===== config.mk =====
export PLATFORM = sky130hd
export DESIGN_NAME = retransmit_frame_queue_bank
export DESIGN_NICKNAME = d
export VERILOG_FILES = /design/src/rtl/core/rfq_pkg.sv /design/src/rtl/core/rfq_entry_ram.sv /design/src/rtl/core/retransmit_frame_queue_bank.sv
export VERILOG_INCLUDE_DIRS = /design/src /design/src/rtl/core
export SDC_FILE = /design/constraint.sdc
export NUM_CORES = 2
export LEC_CHECK = 0
export BUFFER_PORTS_ARGS = -buffer_cell sky130_fd_sc_hd__buf_2
export CORE_UTILIZATION = 65
export DETAILED_ROUTE_END_ITERATION = 10
export PLACE_DENSITY = 0.89
export REMOVE_ABC_BUFFERS = 1
export SYNTH_ARGS = -nofsm -noshare
export SYNTH_HDL_FRONTEND = slang
export SYNTH_SLANG_ARGS = --single-unit

===== constraint.sdc =====
create_clock -name clk -period 10.96 [get_ports clk]
set_clock_uncertainty 0.1 [all_clocks]
set_input_delay 0.548 -clock clk [delete_from_list [all_inputs] [get_ports clk]]
set_output_delay 0.548 -clock clk [all_outputs]
set_load 0.1 [all_outputs]

===== src/rtl/core/retransmit_frame_queue_bank_assert.svh =====
// Assertion macros for the retransmit frame queue bank.
// RFQ_ASSERT checks a property at every rising clock edge outside reset.
// RFQ_ASSERT_NEVER checks that a condition never holds outside reset.
`ifndef RETRANSMIT_FRAME_QUEUE_BANK_ASSERT_SVH
`define RETRANSMIT_FRAME_QUEUE_BANK_ASSERT_SVH

`ifndef SYNTHESIS

`define RFQ_ASSERT(label, clk, rst_n, prop) \
    label: assert property (@(posedge clk) disable iff (!rst_n) prop) \
        else $error("rfq assertion failed");

`define RFQ_ASSERT_NEVER(label, clk, rst_n, cond) \
    label: assert property (@(posedge clk) disable iff (!rst_n) !(cond)) \
        else $error("rfq forbidden condition seen");

`else

`define RFQ_ASSERT(label, clk, rst_n, prop)

`define RFQ_ASSERT_NEVER(label, clk, rst_n, cond)

`endif

`endif


===== src/rtl/core/rfq_pkg.sv =====
`default_nettype none

package rfq_pkg;

    // queue bank layout
    localparam int NUM_QUEUES = 5;
    localparam logic [7:0] CRYPTO_TYPE = 8'h06;

    // stream widths
    localparam int IN_W        = 60;
    localparam int IN_TDATA_W  = 64;
    localparam int OUT_W       = 35;
    localparam int OUT_TDATA_W = 40;

    typedef logic [2:0] qidx_t;

    localparam qidx_t Q_INIT        = 3'd0;
    localparam qidx_t Q_INIT_CRYPTO = 3'd1;
    localparam qidx_t Q_HS          = 3'd2;
    localparam qidx_t Q_HS_CRYPTO   = 3'd3;
    localparam qidx_t Q_APP         = 3'd4;

    typedef enum logic [1:0] {
        OP_ADD  = 2'd0,
        OP_GET  = 2'd1,
        OP_DROP = 2'd2,
        OP_RSVD = 2'd3
    } op_t;

    typedef enum logic [1:0] {
        LVL_INIT = 2'd0,
        LVL_HS   = 2'd1,
        LVL_APP  = 2'd2,
        LVL_RSVD = 2'd3
    } level_t;

    typedef enum logic [1:0] {
        STAT_OK        = 2'd0,
        STAT_BAD_LEVEL = 2'd1,
        STAT_FULL      = 2'd2,
        STAT_RSVD      = 2'd3
    } status_t;

    // one stored queue entry: handle low, size high
    typedef struct packed {
        logic [15:0] bytes;
        logic [15:0] handle;
    } entry_t;

    // input item, first field in the highest bits
    typedef struct packed {
        logic [15:0] room;
        logic [15:0] frame_bytes;
        logic [7:0]  frame_type;
        logic [15:0] frame_handle;
        level_t      level;
        op_t         op;
    } in_item_t;

    // result item, first field in the highest bits
    typedef struct packed {
        status_t     status;
        logic [15:0] out_bytes;
        logic [15:0] out_handle;
        logic        got_frame;
    } out_item_t;

endpackage

`default_nettype wire


===== src/rtl/core/rfq_entry_ram.sv =====
`default_nettype none

module rfq_entry_ram
    import rfq_pkg::*;
#(
    parameter int DEPTH = 80,
    localparam int ADDR_W = $clog2(DEPTH)
)
(
    input  wire logic              clk,
    input  wire logic              wr_en,
    input  wire logic [ADDR_W-1:0] wr_addr,
    input  wire entry_t            wr_data,
    input  wire logic              rd_en,
    input  wire logic [ADDR_W-1:0] rd_addr_a,
    input  wire logic [ADDR_W-1:0] rd_addr_b,
    output entry_t                 rd_data_a,
    output entry_t                 rd_data_b
);

    entry_t mem [DEPTH];

    // write port
    always_ff @(posedge clk)
    begin
        if (wr_en)
        begin
            mem[wr_addr] <= wr_data;
        end
    end

    // two registered read ports
    always_ff @(posedge clk)
    begin
        if (rd_en)
        begin
            rd_data_a <= mem[rd_addr_a];
            rd_data_b <= mem[rd_addr_b];
        end
    end

endmodule

`default_nettype wire


===== src/rtl/core/retransmit_frame_queue_bank.sv =====
// Flow: the input item is registered at accept together with the entry memory read
// of the queue heads; the read-modify-write of pointers and counts follows in S_EXEC
// once the output register is free. No new item is accepted until S_EXEC is done.
// Reset: rst_n (async, active low) empties all five queues and clears the output valid.
// Entry memory contents are not cleared; no clearing pass, items accepted at once.
`default_nettype none

module retransmit_frame_queue_bank
    import rfq_pkg::*;
#(
    parameter int QUEUE_DEPTH = 16
)
(
    input  wire logic                   clk,
    input  wire logic                   rst_n,
    input  wire logic                   s_axis_tvalid,
    output logic                        s_axis_tready,
    // op[1:0], level[3:2], frame_handle[19:4], frame_type[27:20],
    // frame_bytes[43:28], room[59:44], zero fill [63:60]
    input  wire logic [IN_TDATA_W-1:0]  s_axis_tdata,
    output logic                        m_axis_tvalid,
    input  wire logic                   m_axis_tready,
    // got_frame[0], out_handle[16:1], out_bytes[32:17], status[34:33],
    // zero fill [39:35]
    output logic [OUT_TDATA_W-1:0]      m_axis_tdata
);

    localparam int PTR_W     = $clog2(QUEUE_DEPTH);
    localparam int CNT_W     = $clog2(QUEUE_DEPTH + 1);
    localparam int RAM_DEPTH = NUM_QUEUES * QUEUE_DEPTH;
    localparam int ADDR_W    = $clog2(RAM_DEPTH);

    typedef enum logic [1:0] {
        S_IDLE = 2'b01,
        S_EXEC = 2'b10
    } state_t;

    state_t            state_reg, state_next;
    in_item_t          in_item;
    in_item_t          item_reg;
    out_item_t         out_reg, out_next;
    logic              out_valid_reg, out_valid_next;
    logic [PTR_W-1:0]  head_reg [NUM_QUEUES];
    logic [PTR_W-1:0]  head_next [NUM_QUEUES];
    logic [PTR_W-1:0]  tail_reg [NUM_QUEUES];
    logic [PTR_W-1:0]  tail_next [NUM_QUEUES];
    logic [CNT_W-1:0]  cnt_reg [NUM_QUEUES];
    logic [CNT_W-1:0]  cnt_next [NUM_QUEUES];

    logic              accept;
    logic              exec_go;
    qidx_t             rd_qa, rd_qb;
    qidx_t             ex_qa, ex_qb, add_q;
    logic              fit_a, fit_b;
    logic              wr_en;
    logic [ADDR_W-1:0] wr_addr;
    entry_t            wr_data;
    logic [ADDR_W-1:0] rd_addr_a, rd_addr_b;
    entry_t            rd_data_a, rd_data_b;
    logic              cnt_over;

    function automatic logic [ADDR_W-1:0] slot_addr(qidx_t q, logic [PTR_W-1:0] p);
        return ADDR_W'(q) * ADDR_W'(QUEUE_DEPTH) + ADDR_W'(p);
    endfunction

    function automatic logic [PTR_W-1:0] next_slot(logic [PTR_W-1:0] p);
        return (p == PTR_W'(QUEUE_DEPTH - 1)) ? '0 : p + PTR_W'(1);
    endfunction

    assign in_item       = in_item_t'(s_axis_tdata[IN_W-1:0]);
    assign s_axis_tready = (state_reg == S_IDLE);
    assign accept        = s_axis_tvalid && s_axis_tready;
    assign exec_go       = (state_reg == S_EXEC) && (!out_valid_reg || m_axis_tready);
    assign m_axis_tvalid = out_valid_reg;
    assign m_axis_tdata  = {{(OUT_TDATA_W - OUT_W){1'b0}}, out_reg};

    // head reads at accept: port A crypto or app head, port B plain head
    always_comb
    begin
        unique case (in_item.level)
            LVL_APP:  rd_qa = Q_APP;
            LVL_HS:   rd_qa = Q_HS_CRYPTO;
            default:  rd_qa = Q_INIT_CRYPTO;
        endcase
        rd_qb = (in_item.level == LVL_HS) ? Q_HS : Q_INIT;
    end

    assign rd_addr_a = slot_addr(rd_qa, head_reg[rd_qa]);
    assign rd_addr_b = slot_addr(rd_qb, head_reg[rd_qb]);

    rfq_entry_ram #(
        .DEPTH (RAM_DEPTH)
    ) u_entry_ram (
        .clk       (clk),
        .wr_en     (wr_en),
        .wr_addr   (wr_addr),
        .wr_data   (wr_data),
        .rd_en     (accept),
        .rd_addr_a (rd_addr_a),
        .rd_addr_b (rd_addr_b),
        .rd_data_a (rd_data_a),
        .rd_data_b (rd_data_b)
    );

    // queue selection for the item in execution
    always_comb
    begin
        unique case (item_reg.level)
            LVL_APP:  ex_qa = Q_APP;
            LVL_HS:   ex_qa = Q_HS_CRYPTO;
            default:  ex_qa = Q_INIT_CRYPTO;
        endcase
        ex_qb = (item_reg.level == LVL_HS) ? Q_HS : Q_INIT;
        if (item_reg.level == LVL_APP)
        begin
            add_q = Q_APP;
        end
        else
        begin
            add_q = {1'b0, item_reg.level[0], (item_reg.frame_type == CRYPTO_TYPE)};
        end
    end

    // head fits: queue not empty and size within room
    assign fit_a = (cnt_reg[ex_qa] != '0) && (rd_data_a.bytes <= item_reg.room);
    assign fit_b = (cnt_reg[ex_qb] != '0) && (rd_data_b.bytes <= item_reg.room);

    // read-modify-write of pointers and counts; entry write on add
    always_comb
    begin
        head_next = head_reg;
        tail_next = tail_reg;
        cnt_next  = cnt_reg;
        out_next  = out_reg;
        wr_en     = 1'b0;
        wr_addr   = slot_addr(add_q, tail_reg[add_q]);
        wr_data   = '{bytes: item_reg.frame_bytes, handle: item_reg.frame_handle};
        if (exec_go)
        begin
            out_next = '{status: STAT_OK, out_bytes: '0, out_handle: '0, got_frame: 1'b0};
            if (item_reg.op == OP_RSVD)
            begin
                out_next.status = STAT_OK;
            end
            else if (item_reg.level == LVL_RSVD)
            begin
                out_next.status = STAT_BAD_LEVEL;
            end
            else
            begin
                unique case (item_reg.op)
                    OP_ADD:
                    begin
                        if (cnt_reg[add_q] == CNT_W'(QUEUE_DEPTH))
                        begin
                            out_next.status = STAT_FULL;
                        end
                        else
                        begin
                            wr_en            = 1'b1;
                            tail_next[add_q] = next_slot(tail_reg[add_q]);
                            cnt_next[add_q]  = cnt_reg[add_q] + CNT_W'(1);
                        end
                    end
                    OP_GET:
                    begin
                        // crypto (or app) head first, plain head as fallback
                        if (fit_a)
                        begin
                            head_next[ex_qa]    = next_slot(head_reg[ex_qa]);
                            cnt_next[ex_qa]     = cnt_reg[ex_qa] - CNT_W'(1);
                            out_next.got_frame  = 1'b1;
                            out_next.out_handle = rd_data_a.handle;
                            out_next.out_bytes  = rd_data_a.bytes;
                        end
                        else if (fit_b && (item_reg.level != LVL_APP))
                        begin
                            head_next[ex_qb]    = next_slot(head_reg[ex_qb]);
                            cnt_next[ex_qb]     = cnt_reg[ex_qb] - CNT_W'(1);
                            out_next.got_frame  = 1'b1;
                            out_next.out_handle = rd_data_b.handle;
                            out_next.out_bytes  = rd_data_b.bytes;
                        end
                    end
                    OP_DROP:
                    begin
                        if (item_reg.level == LVL_APP)
                        begin
                            out_next.status = STAT_BAD_LEVEL;
                        end
                        else
                        begin
                            head_next[ex_qa] = '0;
                            tail_next[ex_qa] = '0;
                            cnt_next[ex_qa]  = '0;
                            head_next[ex_qb] = '0;
                            tail_next[ex_qb] = '0;
                            cnt_next[ex_qb]  = '0;
                        end
                    end
                    default:
                    begin
                        out_next.status = STAT_OK;
                    end
                endcase
            end
        end
    end

    // sequencer: accept, then execute once the output register is free
    always_comb
    begin
        state_next = state_reg;
        unique case (state_reg)
            S_IDLE:
            begin
                if (accept)
                begin
                    state_next = S_EXEC;
                end
            end
            S_EXEC:
            begin
                if (exec_go)
                begin
                    state_next = S_IDLE;
                end
            end
            default:
            begin
                state_next = S_IDLE;
            end
        endcase
    end

    // output valid
    always_comb
    begin
        if (exec_go)
        begin
            out_valid_next = 1'b1;
        end
        else if (m_axis_tready)
        begin
            out_valid_next = 1'b0;
        end
        else
        begin
            out_valid_next = out_valid_reg;
        end
    end

    // control registers
    always_ff @(posedge clk or negedge rst_n)
    begin
        if (!rst_n)
        begin
            state_reg     <= S_IDLE;
            out_valid_reg <= 1'b0;
            for (int i = 0; i < NUM_QUEUES; i++)
            begin
                head_reg[i] <= '0;
                tail_reg[i] <= '0;
                cnt_reg[i]  <= '0;
            end
        end
        else
        begin
            state_reg     <= state_next;
            out_valid_reg <= out_valid_next;
            head_reg      <= head_next;
            tail_reg      <= tail_next;
            cnt_reg       <= cnt_next;
        end
    end

    // payload registers
    always_ff @(posedge clk)
    begin
        if (accept)
        begin
            item_reg <= in_item;
        end
        out_reg <= out_next;
    end

    // any queue count above the depth
    always_comb
    begin
        cnt_over = 1'b0;
        for (int i = 0; i < NUM_QUEUES; i++)
        begin
            if (cnt_reg[i] > CNT_W'(QUEUE_DEPTH))
            begin
                cnt_over = 1'b1;
            end
        end
    end

`include "retransmit_frame_queue_bank_assert.svh"

    `RFQ_ASSERT_NEVER(a_cnt_range, clk, rst_n, cnt_over)
    `RFQ_ASSERT(a_accept_exec, clk, rst_n, accept |=> (state_reg == S_EXEC))
    `RFQ_ASSERT(a_write_in_exec, clk, rst_n, wr_en |-> exec_go && (item_reg.op == OP_ADD))
    `RFQ_ASSERT(a_got_ok, clk, rst_n, (m_axis_tvalid && out_reg.got_frame) |-> (out_reg.status == STAT_OK))

endmodule

`default_nettype wire


==> flow_summary.toml <==
[routing]
wl_met2_mm = 159
drt_wl_total_mm = 345
viasPerCell = 7.87
wl_met3_mm = 53.7
drtAntennaViolNets = 0
m1WireLength_mm = 104
post_drt_wl_per_cell_um = 42.1
drtIter0Drc = 12500
drcViolationCount = 3
vias = 64400
top_layer = "met5"
first_pass_iters = 11

[clocking]
post_cts_buffers = 0
clkSlewWorstSetupHoldPaths_ns = 0.06
cts_num_sinks = 2787
clk_latency_ns = 0.96
cts_buffers = 280
root_buffer = "clkbuf_16"
h-tree-depth = 5
cts_buffer_depth = 4
cts_resized = 0
cts_tree = "built"
postCtsHoldBufs = 60

[sta]
fin_ws_ns = 4.74
hold_viol = 0
setup_viol = 0
rsz0062_at_grt = "false"
slew_headroom = -0.0679
tightest_slew_ns = 1.60
fmax_mhz = 161
drv_slew = 3
period_share = 0.567
period_needed_ns = 6.22
finalSetupTns_ns = 0

[finish]
layout_common_cells = "edfxtp_1, mux4_2, nand2_1"
area_growth_pct = 11.8
multi_input_area_sq_um = 25700
layout-drive-gt1-share = 0.229
final_nets = 5896
largest_register_ffs = 2560
fill_cells = 8328
final_common_cell = "edfxtp_1"
seqCellArea_sq_um = 83400

[global_routing]
grt_usage = 0.407
antenna_found_initial = 20
grt_pass1_vias = 62800
grt_start_max_net_pins = 148
grt_pass1_wl_mm = 478
grt_overflow = 0

[place]
dp_hpwl_mm = 164
place.gp.congestion = 0.944
post-place-ws_ns = 5.27
io_buffers = 100

[synthesis]
synth-main-ff-cell = "edfxtp_1"
synth_cells = 5519
synth.top_cell.area_share = 0.743
ys_warn_count = 0
yosysTopAreaCell = "edfxtp_1"
synth-async-reset-ratio = 0.0244
seq_area_frac_synth = 0.759
synth.distinct_cells = 84
ys_ff_latch = 2787
synth_edf_count = 2719
avgSynthCellArea_sq_um = 19.9
synthesis.area_sq_um = 110000
synth.area.top_cells = "edfxtp_1, mux4_2, dfrtp_1"

[setup_path]
crit_path_end = "u_entry_ram.mem[69][26]"
critPathMaxStageDelay_ns = 1.08
crit_chain = "inv_1, ha_1, inv_1, nand3_1, mux2i_1, a221oi_2, inv_1, ha_1, a311oi_2, nand2_1, buf_4, nor2_4"
crit_fanout = 32
arrival_ns = 6.62
rr_worst_depth = 12
startpoint = "item_reg[2]"
cp_slowest_cell = "nor2_4"
crit_top_cell = "inv_1"
endpoint_kind = "register"
critPathKind = "register to register"
timing.rr.start = "item_reg[2]"
cp-start-kind = "register"
required_ns = 11.36
worstReg2RegEnd = "u_entry_ram.mem[69][26]"
r2r_setup_slack_ns = 4.74

[outcome]
violations = "design-rule violations, max-slew violations"
status = "complete, but fails checks"

[floorplan]
die_y_um = 413
rows = 150
coreArea_sq_um = 167000
die_w_um = 413
initial_core_util = 0.656
ios = 110
dieArea_sq_um = 171000

[power]
seq_power_share = 0.494
switching_power_mw = 6.14
p_leak_nw = 39.6
vdd_drop_max_uv = 195
power_frac_clock = 0.391
power_density_nw_per_um2 = 197
swShare = 0.253
intPower_mw = 18.1
p_comb_frac = 0.115

[run]
cap_violations = 0

[hold_path]
hp-class = "primary input to register"
hold_depth = 1
[final cells by class]
class                   instances  area share
diodes                          6    0.000122
clock buffers                 351      0.0608
clock inverters               126     0.00864
inverters                      50     0.00153
multi-input cells            2362       0.209
flip-flops and latches       2787       0.679
well taps                    2204      0.0225
repair buffers                295      0.0181
[logic make-up after synthesis]
kind of cell | count (synthesis) | share of synthesized area
AOI/OAI and AO/OA | 559 | 0.0359
buffers and inverters | 374 | 0.0139
adders and majority gates | 52 | 0.00592
DFF | 2787 | 0.759
muxes | 774 | 0.144
other | 1 | 0.0000341
and+or+nand+nor | 964 | 0.0406
xor gates and xnor gates | 8 | 0.000638
[stage by stage]
stage / power (mW) / util / cell area (sq um) / std cells / hold slack [ns]
6_report: 24.2 / 0.734 / 123000 / 8181 / 0.0504
2_1_floorplan: 15.3 / - / 109000 / 5199 / 0.152
4_1_cts: 24.0 / 0.733 / 123000 / 8174 / 0.00620
3_5_place_dp: 14.7 / 0.679 / 114000 / 7637 / 0.378
5_1_grt: 24.6 / 0.733 / 123000 / 8175 / 0.0395
3_3_place_gp: 14.6 / 0.679 / 114000 / 7637 / 0.365
[metal layers]
metal,track usage,vias to the layer above
met5,0.0105,-
met4,0.247,30
met3,0.144,1783
met2,0.625,7584
met1,0.500,31800
li1,-,23200
[Yosys cell counts (5+ instances only)]
library cell	instances
clkbuf_1	193
a22o_1	16
nand2_1	428
a221oi_1	38
o21ai_0	71
inv_1	50
buf_4	8
mux4_2	644
buf_2	67
a22oi_1	6
or4_1	7
a21oi_1	146
nor4_1	11
and3_1	8
o31ai_1	25
nor2b_1	114
nand2b_1	12
nand3_1	181
mux2_2	6
a31oi_1	12
nor3_1	24
mux2i_1	120
buf_1	55
nand4_1	14
edfxtp_1	2719
xnor2_1	7
and2_1	16
a211oi_1	106
o21a_1	5
o2bb2ai_1	18
o22ai_1	8
ha_1	52
o221ai_1	6
dfrtp_1	67
a311oi_1	5
nor2_1	123
a221o_1	38
o211ai_1	6
[worst max-delay path: cells and delay by family (launching register included)]
family	cells	cell delay, ns
simple gates	3	1.90
flops	1	0.52
compound gates	2	1.23
buf+inv	4	1.20
fa+ha+maj	2	0.54
mux	1	0.26
[power groups by stage]
| stage | Sequential, mW | Combinational (mW) | Clock, mW |
|---|---|---|---|
| 2_1_floorplan | 12.3 | 2.98 | 0 |
| 3_3_place_gp | 12.2 | 2.41 | 0 |
| 3_5_place_dp | 12.2 | 2.53 | 0 |
| 4_1_cts | 12.0 | 2.67 | 9.41 |
| 5_1_grt | 12.0 | 2.85 | 9.76 |
| 6_report | 12.0 | 2.79 | 9.48 |
[worst min path at each step]
stage / startpoint / to / slack, ns
after floorplan: rst_n / cnt_reg[0] / 0.15
after global placement: tail_reg[15] / tail_reg[15] / 0.36
after detailed placement: tail_reg[15] / tail_reg[15] / 0.38
after CTS: s_axis_tdata[3] / item_reg[3] / 0.006
after global routing: s_axis_tdata[2] / item_reg[2] / 0.04
final: s_axis_tdata[2] / item_reg[2] / 0.05
Power figures use the tool's default switching activity.
